$ cat src/rtl/rar_pkg.sv
package rar_pkg;

  localparam int SUM_NUM_W = 32;
  localparam int SUM_DEN_W = 30;

  typedef enum logic [3:0] {
    ST_IDLE,
    ST_MUL0,
    ST_MUL1,
    ST_MUL2,
    ST_ABS,
    ST_STRIP,
    ST_GCD,
    ST_DIVN,
    ST_DIVD,
    ST_DONE
  } rar_state_t;

  typedef enum logic [3:0] {
    DP_IDLE,
    DP_LOAD,
    DP_MUL0,
    DP_MUL1,
    DP_MUL2,
    DP_ABS,
    DP_STRIP,
    DP_ZERO,
    DP_SAVE,
    DP_GCD,
    DP_DIVN,
    DP_DIVD,
    DP_OUT
  } rar_op_t;

  typedef struct packed {
    rar_op_t op;
    logic    div_clr;
  } rar_cmd_t;

  typedef struct packed {
    logic u_zero;
    logic both_even;
    logic gcd_eq;
    logic g_one;
    logic n_last;
    logic d_last;
  } rar_sts_t;

endpackage

$ cat src/rtl/rar_ctrl.sv
module rar_ctrl
  import rar_pkg::*;
(
  input  logic     clk,
  input  logic     rst_n,
  input  logic     in_valid,
  output logic     in_stall,
  output logic     out_valid,
  input  logic     out_stall,
  input  rar_sts_t sts,
  output rar_cmd_t cmd
);

  rar_state_t state_r, state_nxt;
  logic       out_valid_r, out_valid_nxt;

  always_ff @(posedge clk) begin
    if (!rst_n) begin
      state_r     <= ST_IDLE;
      out_valid_r <= 1'b0;
    end else begin
      state_r     <= state_nxt;
      out_valid_r <= out_valid_nxt;
    end
  end

  always_comb begin
    state_nxt     = state_r;
    out_valid_nxt = out_valid_r && out_stall;
    cmd.op        = DP_IDLE;
    cmd.div_clr   = 1'b0;
    unique case (state_r)
      ST_IDLE: begin
        if (in_valid) begin
          cmd.op    = DP_LOAD;
          state_nxt = ST_MUL0;
        end
      end
      ST_MUL0: begin
        cmd.op    = DP_MUL0;
        state_nxt = ST_MUL1;
      end
      ST_MUL1: begin
        cmd.op    = DP_MUL1;
        state_nxt = ST_MUL2;
      end
      ST_MUL2: begin
        cmd.op    = DP_MUL2;
        state_nxt = ST_ABS;
      end
      ST_ABS: begin
        cmd.op    = DP_ABS;
        state_nxt = ST_STRIP;
      end
      ST_STRIP: begin
        if (sts.u_zero) begin
          cmd.op    = DP_ZERO;
          state_nxt = ST_DONE;
        end else if (sts.both_even) begin
          cmd.op = DP_STRIP;
        end else begin
          cmd.op    = DP_SAVE;
          state_nxt = ST_GCD;
        end
      end
      ST_GCD: begin
        if (sts.gcd_eq) begin
          state_nxt = sts.g_one ? ST_DONE : ST_DIVN;
        end else begin
          cmd.op = DP_GCD;
        end
      end
      ST_DIVN: begin
        cmd.op = DP_DIVN;
        if (sts.n_last) begin
          cmd.div_clr = 1'b1;
          state_nxt   = ST_DIVD;
        end
      end
      ST_DIVD: begin
        cmd.op = DP_DIVD;
        if (sts.d_last) begin
          state_nxt = ST_DONE;
        end
      end
      ST_DONE: begin
        if (!out_valid_r || !out_stall) begin
          cmd.op        = DP_OUT;
          out_valid_nxt = 1'b1;
          state_nxt     = ST_IDLE;
        end
      end
      default: state_nxt = ST_IDLE;
    endcase
  end

  assign in_stall  = (state_r != ST_IDLE);
  assign out_valid = out_valid_r;

endmodule

$ cat src/rtl/rar_dp.sv
module rar_dp
  import rar_pkg::*;
#(
  parameter int OPERAND_WIDTH = 16
) (
  input  logic                            clk,
  input  logic signed [OPERAND_WIDTH-1:0] in_a_num,
  input  logic        [OPERAND_WIDTH-2:0] in_a_den,
  input  logic signed [OPERAND_WIDTH-1:0] in_b_num,
  input  logic        [OPERAND_WIDTH-2:0] in_b_den,
  input  rar_cmd_t                        cmd,
  output rar_sts_t                        sts,
  output logic signed [SUM_NUM_W-1:0]     out_sum_num,
  output logic        [SUM_DEN_W-1:0]     out_sum_den
);

  localparam int W   = OPERAND_WIDTH;
  localparam int NW  = 2 * W;
  localparam int DW  = NW - 2;
  localparam int CW  = $clog2(NW);
  localparam int XW  = (NW + 1 > SUM_NUM_W) ? NW + 1 : SUM_NUM_W;
  localparam int DXW = (DW > SUM_DEN_W) ? DW : SUM_DEN_W;

  logic signed [W-1:0]    an_r, bn_r;
  logic        [W-2:0]    ad_r, bd_r;
  logic signed [NW-1:0]   prod_r, top_r;
  logic                   neg_r;
  logic        [NW-1:0]   u_r, n_r;
  logic        [DW-1:0]   v_r, d_r, rem_r;
  logic        [CW-1:0]   cnt_r;
  logic signed [SUM_NUM_W-1:0] sum_num_r;
  logic        [SUM_DEN_W-1:0] sum_den_r;

  logic signed [W-1:0]    mul_a, mul_b, ad_s, bd_s;
  logic signed [NW-1:0]   prod;
  logic        [NW-1:0]   mag;
  logic                   u_gt;
  logic                   div_msb, div_ge;
  logic        [DW:0]     rem_sh, rem_diff;
  logic signed [NW:0]     sn;
  logic signed [XW-1:0]   sx;
  logic        [DXW-1:0]  dx;

  assign ad_s = signed'({1'b0, ad_r});
  assign bd_s = signed'({1'b0, bd_r});

  // One shared multiplier, its operands chosen by the step.
  always_comb begin
    mul_a = ad_s;
    mul_b = bd_s;
    case (cmd.op)
      DP_MUL0: begin
        mul_a = an_r;
        mul_b = bd_s;
      end
      DP_MUL1: begin
        mul_a = ad_s;
        mul_b = bn_r;
      end
      default: begin
        mul_a = ad_s;
        mul_b = bd_s;
      end
    endcase
  end

  assign prod = mul_a * mul_b;
  assign mag  = top_r[NW-1] ? NW'(-top_r) : NW'(top_r);
  assign u_gt = u_r > {2'b00, v_r};

  assign div_msb  = (cmd.op == DP_DIVD) ? d_r[DW-1] : n_r[NW-1];
  assign rem_sh   = {rem_r, div_msb};
  assign div_ge   = rem_sh >= {1'b0, u_r[DW-1:0]};
  assign rem_diff = rem_sh - {1'b0, u_r[DW-1:0]};

  assign sn = neg_r ? -signed'({1'b0, n_r}) : signed'({1'b0, n_r});
  assign sx = XW'(sn);
  assign dx = DXW'(d_r);

  always_ff @(posedge clk) begin
    case (cmd.op)
      DP_LOAD: begin
        an_r <= in_a_num;
        bn_r <= in_b_num;
        ad_r <= (in_a_den == '0) ? (W-1)'(1) : in_a_den;
        bd_r <= (in_b_den == '0) ? (W-1)'(1) : in_b_den;
      end
      DP_MUL0: prod_r <= prod;
      DP_MUL1: begin
        prod_r <= prod;
        top_r  <= prod_r;
      end
      DP_MUL2: begin
        prod_r <= prod;
        top_r  <= top_r + prod_r;
      end
      DP_ABS: begin
        u_r   <= mag;
        v_r   <= prod_r[DW-1:0];
        neg_r <= top_r[NW-1];
      end
      DP_STRIP: begin
        u_r <= u_r >> 1;
        v_r <= v_r >> 1;
      end
      DP_ZERO: begin
        n_r   <= '0;
        d_r   <= DW'(1);
        neg_r <= 1'b0;
      end
      DP_SAVE: begin
        n_r   <= u_r;
        d_r   <= v_r;
        rem_r <= '0;
        cnt_r <= '0;
      end
      DP_GCD: begin
        if (!u_r[0]) begin
          u_r <= u_r >> 1;
        end else if (!v_r[0]) begin
          v_r <= v_r >> 1;
        end else if (u_gt) begin
          u_r <= u_r - {2'b00, v_r};
        end else begin
          v_r <= v_r - u_r[DW-1:0];
        end
      end
      DP_DIVN: begin
        n_r <= {n_r[NW-2:0], div_ge};
        // The last numerator step also clears the divider for the denominator.
        if (cmd.div_clr) begin
          rem_r <= '0;
          cnt_r <= '0;
        end else begin
          rem_r <= div_ge ? rem_diff[DW-1:0] : rem_sh[DW-1:0];
          cnt_r <= cnt_r + 1'b1;
        end
      end
      DP_DIVD: begin
        d_r   <= {d_r[DW-2:0], div_ge};
        rem_r <= div_ge ? rem_diff[DW-1:0] : rem_sh[DW-1:0];
        cnt_r <= cnt_r + 1'b1;
      end
      DP_OUT: begin
        sum_num_r <= sx[SUM_NUM_W-1:0];
        sum_den_r <= dx[SUM_DEN_W-1:0];
      end
      default: begin
      end
    endcase
  end

  assign sts.u_zero    = (u_r == '0);
  assign sts.both_even = !u_r[0] && !v_r[0];
  assign sts.gcd_eq    = (u_r == {2'b00, v_r});
  assign sts.g_one     = (u_r == NW'(1));
  assign sts.n_last    = (cnt_r == CW'(NW - 1));
  assign sts.d_last    = (cnt_r == CW'(DW - 1));

  assign out_sum_num = sum_num_r;
  assign out_sum_den = sum_den_r;

endmodule

$ cat src/rtl/rational_add_reduce.sv
// Each transaction runs through the load, three multiply steps, the magnitude step, one strip
// step per common factor of two, the binary gcd steps and, unless the gcd is one, a bit-serial
// division of the numerator and then the denominator; a zero sum skips the gcd and the division.
// One transaction at a time: the input stalls until the result is written to the output register.
// The output register lets a new transaction start while a result waits downstream.
// Reset: synchronous, active low; it clears the state machine and the output valid flag.
module rational_add_reduce
  import rar_pkg::*;
#(
  parameter int OPERAND_WIDTH = 16
) (
  input  logic                            clk,
  input  logic                            rst_n,
  input  logic                            in_valid,
  output logic                            in_stall,
  input  logic signed [OPERAND_WIDTH-1:0] in_a_num,
  input  logic        [OPERAND_WIDTH-2:0] in_a_den,
  input  logic signed [OPERAND_WIDTH-1:0] in_b_num,
  input  logic        [OPERAND_WIDTH-2:0] in_b_den,
  output logic                            out_valid,
  input  logic                            out_stall,
  output logic signed [SUM_NUM_W-1:0]     out_sum_num,
  output logic        [SUM_DEN_W-1:0]     out_sum_den
);

  // The controller sequences the work: three multiplies through one shared
  // multiplier build the unreduced numerator and denominator, the magnitude
  // is taken, common factors of two are stripped from both, and a binary gcd
  // finds the odd part of the divisor. Both stripped values are then divided
  // by that odd part, one quotient bit per cycle, unless it is one.
  rar_cmd_t cmd;
  rar_sts_t sts;

  rar_ctrl u_ctrl (
    .clk       (clk),
    .rst_n     (rst_n),
    .in_valid  (in_valid),
    .in_stall  (in_stall),
    .out_valid (out_valid),
    .out_stall (out_stall),
    .sts       (sts),
    .cmd       (cmd)
  );

  // The datapath holds the operands, the gcd pair, the divider and the
  // output register. A zero sum is forced to 0/1 before any division.
  rar_dp #(
    .OPERAND_WIDTH (OPERAND_WIDTH)
  ) u_dp (
    .clk         (clk),
    .in_a_num    (in_a_num),
    .in_a_den    (in_a_den),
    .in_b_num    (in_b_num),
    .in_b_den    (in_b_den),
    .cmd         (cmd),
    .sts         (sts),
    .out_sum_num (out_sum_num),
    .out_sum_den (out_sum_den)
  );

endmodule

$ cat config.mk
export PLATFORM = sky130hd
export DESIGN_NAME = rational_add_reduce
export DESIGN_NICKNAME = d
export VERILOG_FILES = /design/src/rtl/rar_pkg.sv /design/src/rtl/rar_ctrl.sv /design/src/rtl/rar_dp.sv /design/src/rtl/rational_add_reduce.sv
export SDC_FILE = /design/constraint.sdc
export NUM_CORES = 2
export LEC_CHECK = 0
export ABC_AREA = 1
export BUFFER_PORTS_ARGS = -buffer_cell sky130_fd_sc_hd__buf_2
export CAP_MARGIN = 20
export CORE_MARGIN = 5
export CORE_UTILIZATION = 60
export CTS_CLUSTER_DIAMETER = 120
export DETAILED_ROUTE_END_ITERATION = 8
export PLACE_DENSITY_LB_ADDON = 0.08
export RECOVER_POWER = 25
export SETUP_SLACK_MARGIN = 0.05
export SYNTH_ARGS = -nofsm -noshare
export SYNTH_HDL_FRONTEND = slang
export SYNTH_SLANG_ARGS = --single-unit
$ cat constraint.sdc
create_clock -name clk -period 9.4 [get_ports clk]
set_clock_uncertainty 0.2 [all_clocks]
set_input_delay 0.94 -clock clk [delete_from_list [all_inputs] [get_ports clk]]
set_output_delay 0.94 -clock clk [all_outputs]
set_load 0.005 [all_outputs]
* Yosys cells after proc, flatten, opt, wreduce, memory -nomap -nowiden
Cells that the tools add are included.
Storage, ports and cells: register bits 353, output and inout bits 64
Cells by class: add/subtract/negate cells 7, $mul 1, order comparisons 2, equality and inequality tests 35, mux-type cells 41, reductions and logical operators 23
Operator list (count):
- $pmux W30 S3 | 3
- $pmux W32 S3 | 2
- $mux W32 | 5
- $mux W30 | 5
- $pmux W4 S10 | 2
- $neg A32 Y32 | 2
- $pmux W32 S2 | 1
- $sub A30 B30 Y30 | 2
- $mux W4 | 12
- $add A32 B32 Y32 | 1
- $eq A32 B1 Y1 const B | 1
- $eq A32 B30 Y1 | 1
- $eq A4 B3 Y1 const B | 8
- $gt A32 B30 Y1 | 1
- $logic_not A32 Y1 | 1
- $mul A16 B16 Y32 | 1
- $mux W16 | 2
- $sub A32 B30 Y32 | 1
- $ge A31 B30 Y1 | 1
- $logic_not A15 Y1 | 2
- $eq A4 B4 Y1 const B | 7
- $eq A4 B2 Y1 const B | 4
- $pmux W5 S3 | 1
- $ne A3 B3 Y1 const B | 4
- other kinds (19) | 39

* Longest topological paths before layout
depth in word-level cells 11, gate-level depth with buffers 31

* Modules after synthesis
A second synthesis with hierarchy kept.
Unflattened totals: cells, all modules 4226, area total of the unflattened synthesis 34214.1 um^2
Modules (own cells, without submodules):
- rar_dp | instances 1, cells an instance 4122, area each 33677.3 um^2, seq. area each 10450.0 um^2
- rar_ctrl | instances 1, cells an instance 104, area each 536.8 um^2, seq. area each 100.1 um^2

* Least setup slack after synthesis
Ideal clock, no wire load.
kind reg2reg, start point register u_ctrl.state_r[2], end point register u_dp.prod_r[27], data pin, library setup time 262 ps, arrival 6107 ps, slack 2831 ps, stages on the path, launching flop included 26, cell sequence dfxtp_1 > nor2_1 > inv_1 > nor2_2 > inv_1 > buf_2 > buf_2 > o21ai_2 > inv_1 > nor2_1 > fa_1 > fa_1 > fa_1 > fa_1 > fa_1 > inv_1 > fa_1 > inv_1 > ha_1 > nand2_1 > nor2_1 > and3_1 > nand4_1 > nand3_1 > a21oi_1 > xor2_1
Between the ends: longest elaborated chain between the ends 5
RTL lines:
- from (decl) | RTL line rar_ctrl.sv:14 | rar_state_t state_r, state_nxt;
- from (signal assigned) | RTL line rar_ctrl.sv:22 | state_r <= state_nxt;
- $eq A4 B4 Y1, or another cell as far along | RTL line rar_ctrl.sv:32 | unique case (state_r)
- $pmux W4 S10 (*) | RTL line rar_ctrl.sv:32
- $eq A4 B2 Y1 | RTL line rar_dp.sv:51 | case (cmd.op)
- $mux W16 | RTL line rar_dp.sv:51
- $mul A16 B16 Y32 (*) | RTL line rar_dp.sv:67 | assign prod = mul_a * mul_b;
- named net u_dp.prod[27] | RTL line rar_dp.sv:35 | logic signed [NW-1:0] prod;
- to (signal assigned) | RTL line rar_dp.sv:88 | DP_MUL0: prod_r <= prod;
- to (signal assigned) | RTL line rar_dp.sv:90 | prod_r <= prod;
- to (signal assigned) | RTL line rar_dp.sv:94 | prod_r <= prod;
- to (decl) | RTL line rar_dp.sv:26 | logic signed [NW-1:0] prod_r, top_r;
Mark *: on every way through the listed nets, which the timed path passes. The rest lies on a longest branch. A chain may end at the register's enable or synchronous reset.

* Final worst setup path
start point register u_ctrl.state_r[2], end point register u_dp.prod_r[25], data pin
The elaborated chain is that of the path after synthesis.

==> impl_metrics.yaml <==
run_status:
  status: "finished with violations"
  violations: "max-capacitance violations, max-slew violations"
routing:
  ant_nets: 0
  viasPerCell: 5.68
  initialDrtViolationCount: 2641
  drc: 0
  wl_um: 102000
  vias: 29300
  wl_per_cell_um: 19.7
  drt_first_pass_iters: 6
synthesis:
  synth-adder-area-share_pct: 23.1
  syn_area_sq_um: 34300
  ys_seq_area_share_pct: 30.8
  synth_compound_area_share_pct: 9.35
  synth-edff-count: 348
  avgSynthCellArea_sq_um: 7.97
  synth_cells: 4298
  synthMuxAreaShare_pct: 0.0584
  synth_xor_area_share_pct: 3.71
  ys.flop_type: "edfxtp_1"
  synth_top_family_by_area: "adder cells"
  synthDistinctLibCells: 56
  async_flop_share_pct: 0
  yosysWarnings: 0
  ys_seq_elements: 353
  syn-num-nets: 4838
  synth_simple_gate_area_share_pct: 22.5
floorplan:
  die_width_um: 249
  row_count: 87
  die_y_um: 249
  dieArea_sq_um: 62000
  ioPinCount: 130
  initial_core_util_pct: 60.6
  core_sq_um: 56500
clock_network:
  hold_buffers: 0
  cts_tree: "built"
  clk_latency_ps: 580
  clk_path_buf_depth: 3
  clock_sink_count: 353
  cts.htree.levels: 2
  cts_root_buf: "clkbuf_16"
  post-cts-setup-buffers: 0
  cts.repair.resized: 0
  clk_pin_slew_ps: 70
  cts_buffers: 41
hold_path:
  min_path_type: "reg -> reg"
placed_design:
  gp_congestion: 1.05
  detailed_place_hpwl_um: 82400
  io_buffers: 129
sta:
  fin_crit_ps: 7980
  min_period_over_period_pct: 84.9
  worst_pin_slew_ps: 3190
  timing.slew.headroom_pct: -112
  slew_violations: 126
  finalHoldViolations: 0
  rsz0062_at_grt: "false"
  finalSetupViolCount: 0
  max_freq_mhz: 125
  setup_tns_ps: 0
global_routing:
  grt_max_degree: 66
  grt.total_usage_pct: 32.3
  overflow: 0
  gr-usage-met2_pct: 52.2
  busiest_layer: "met2"
  grt_use_met3_pct: 6.40
  grt_pass1_vias: 28700
  grt_pass1_wl_um: 158000
  antenna_found_initial: 0
  grtUsageMet1_pct: 42.6
layout:
  drive_above_1_share_pct: 6.63
  nNetsFinal: 4914
  antenna_cells: 0
  syn_to_final_growth_pct: 7.73
setup_path:
  critPathLaunchType: "flop"
  cp.required_ps: 9520
  cpPeakStageDelay_ps: 940
  crit_slowest_cell: "o21ai_0"
  critical_path_class: "reg -> reg"
  cp_common_cell: "inv_1"
  arrival_ps: 8100
  critPathMaxFanout: 29
  end_kind: "flop"
job:
  cap_violations: 2
[worst paths after layout]
check / start / endpoint / slack (ps) / depth (start not counted)
max: u_ctrl.state_r[2]$_SDFFE_PN0P_ / u_dp.prod_r[25]$_DFFE_PP_ / 1420 / 25
min: u_dp.d_r[14]$_DFFE_PP_ / u_dp.out_sum_den[14]$_DFFE_PN_ / 250 / 0
max reg2reg: u_ctrl.state_r[2]$_SDFFE_PN0P_ / u_dp.prod_r[25]$_DFFE_PP_ / 1420 / 25
min reg2reg: u_dp.d_r[14]$_DFFE_PP_ / u_dp.out_sum_den[14]$_DFFE_PN_ / 250 / 0
[per-stage QoR]
| step | setup WS [ps] | std cells | utilization [%] | area (sq um) | hold slack [ps] |
|---|---|---|---|---|---|
| final | 1420 | 5161 | 65.3 | 36900 | 245 |
| after detailed placement | 1610 | 5087 | 62.8 | 35500 | 235 |
| after global placement | 1750 | 5087 | 62.8 | 35500 | 232 |
| after CTS | 1580 | 5161 | 65.4 | 36900 | 245 |
| after floorplan | 2830 | 4298 | - | 34300 | 226 |
| after global routing | 867 | 5161 | 65.3 | 36900 | 262 |
[metal layers]
metal  vias to the layer above  wire length, um
met4                         0             5600
met1                     13900            40300
li1                      13800                -
met5                         -                0
met2                      1337            46200
met3                       256             9450
[cells in the mapped netlist, types with 6 or more instances]
cell	count	share of area, %
o21bai_1	29	0.64
nand4_1	53	0.97
buf_2	41	0.60
nor4_1	13	0.24
o21ai_2	13	0.33
nor3_1	29	0.42
a21oi_1	192	2.8
nand3b_1	14	0.31
nor2_1	456	5.0
nor3b_1	12	0.26
a21boi_0	7	0.15
o21ai_0	210	3.1
xor2_1	101	2.6
edfxtp_1	348	31
nand3_1	190	2.8
nand2_2	14	0.26
inv_1	763	8.4
clkbuf_1	63	0.69
inv_2	14	0.15
ha_1	208	7.6
o21ai_1	20	0.29
xnor2_1	44	1.1
or2_2	22	0.40
fa_1	266	16
nor2_4	6	0.20
buf_4	9	0.20
a21o_1	9	0.20
nor2_2	8	0.15
o211ai_1	14	0.31
o21a_1	10	0.22
o22ai_1	43	0.79
nand2_1	1014	11
a31oi_1	11	0.20
[placed cells by master, fill, tap and decap left out, types with 13 or more instances in the layout]
| cell | netlist | routed |
|---|---|---|
| nand2_1 | 1014 | 1013 |
| inv_1 | 763 | 762 |
| nor2_1 | 456 | 454 |
| edfxtp_1 | 348 | 348 |
| fa_1 | 266 | 266 |
| o21ai_0 | 210 | 209 |
| ha_1 | 208 | 208 |
| a21oi_1 | 192 | 191 |
| nand3_1 | 190 | 190 |
| xor2_1 | 101 | 101 |
| buf_2 | 41 | 99 |
| nand4_1 | 53 | 53 |
| xnor2_1 | 44 | 44 |
| o22ai_1 | 43 | 43 |
| clkbuf_16 | 0 | 43 |
| clkbuf_1 | 63 | 36 |
| nor3_1 | 29 | 29 |
| o21bai_1 | 29 | 29 |
| buf_4 | 9 | 29 |
| or2_2 | 22 | 22 |
| o21ai_1 | 20 | 21 |
| nand2_2 | 14 | 15 |
| inv_2 | 14 | 14 |
| o211ai_1 | 14 | 14 |
| nand3b_1 | 14 | 14 |
| o21ai_2 | 13 | 13 |
| nor4_1 | 13 | 13 |
[area by class of cell]
| class | instances | area, sq um |
|---|---|---|
| fillers | 4993 | 19600 |
| multi-input cells | 3037 | 20200 |
| repair buffers | 160 | 833 |
| well taps | 756 | 946 |
| flip-flops and latches | 353 | 10600 |
| inverters | 781 | 2940 |
| clock buffers | 47 | 1090 |
| clock inverters | 27 | 382 |
[critical path: cells and delay by family (launching register included)]
kind	cells	cell delay (ps)
AOI/OAI and AO/OA	2	1050
xor gates and xnor gates	1	130
adders and majority gates	7	3250
buffers and inverters	7	1350
DFF	1	330
and+or+nand+nor	8	1440
[cell families (layout without fill, tap and decap cells)]
kind of cell / count (synthesis) / count (layout)
AND/OR/NAND/NOR: 1846 / 1846
buffers and inverters: 908 / 1015
AO/OA/AOI/OAI: 570 / 570
adder cells (fa/ha/maj): 474 / 474
flip-flops: 353 / 353
XOR/XNOR: 145 / 145
multiplexers: 2 / 2
[registers in the layout, indices dropped and copies added (netlist names), 30 cells and up]
signal            count
u_dp.v_r             30
u_dp.top_r           32
u_dp.out_sum_num     32
u_dp.n_r             32
u_dp.d_r             30
u_dp.out_sum_den     30
u_dp.prod_r          32
u_dp.u_r             32
u_dp.rem_r           30
Power is left out: the tool's default activity adds up to more than one toggle a clock period on the data nets, which glitch-free logic cannot reach.
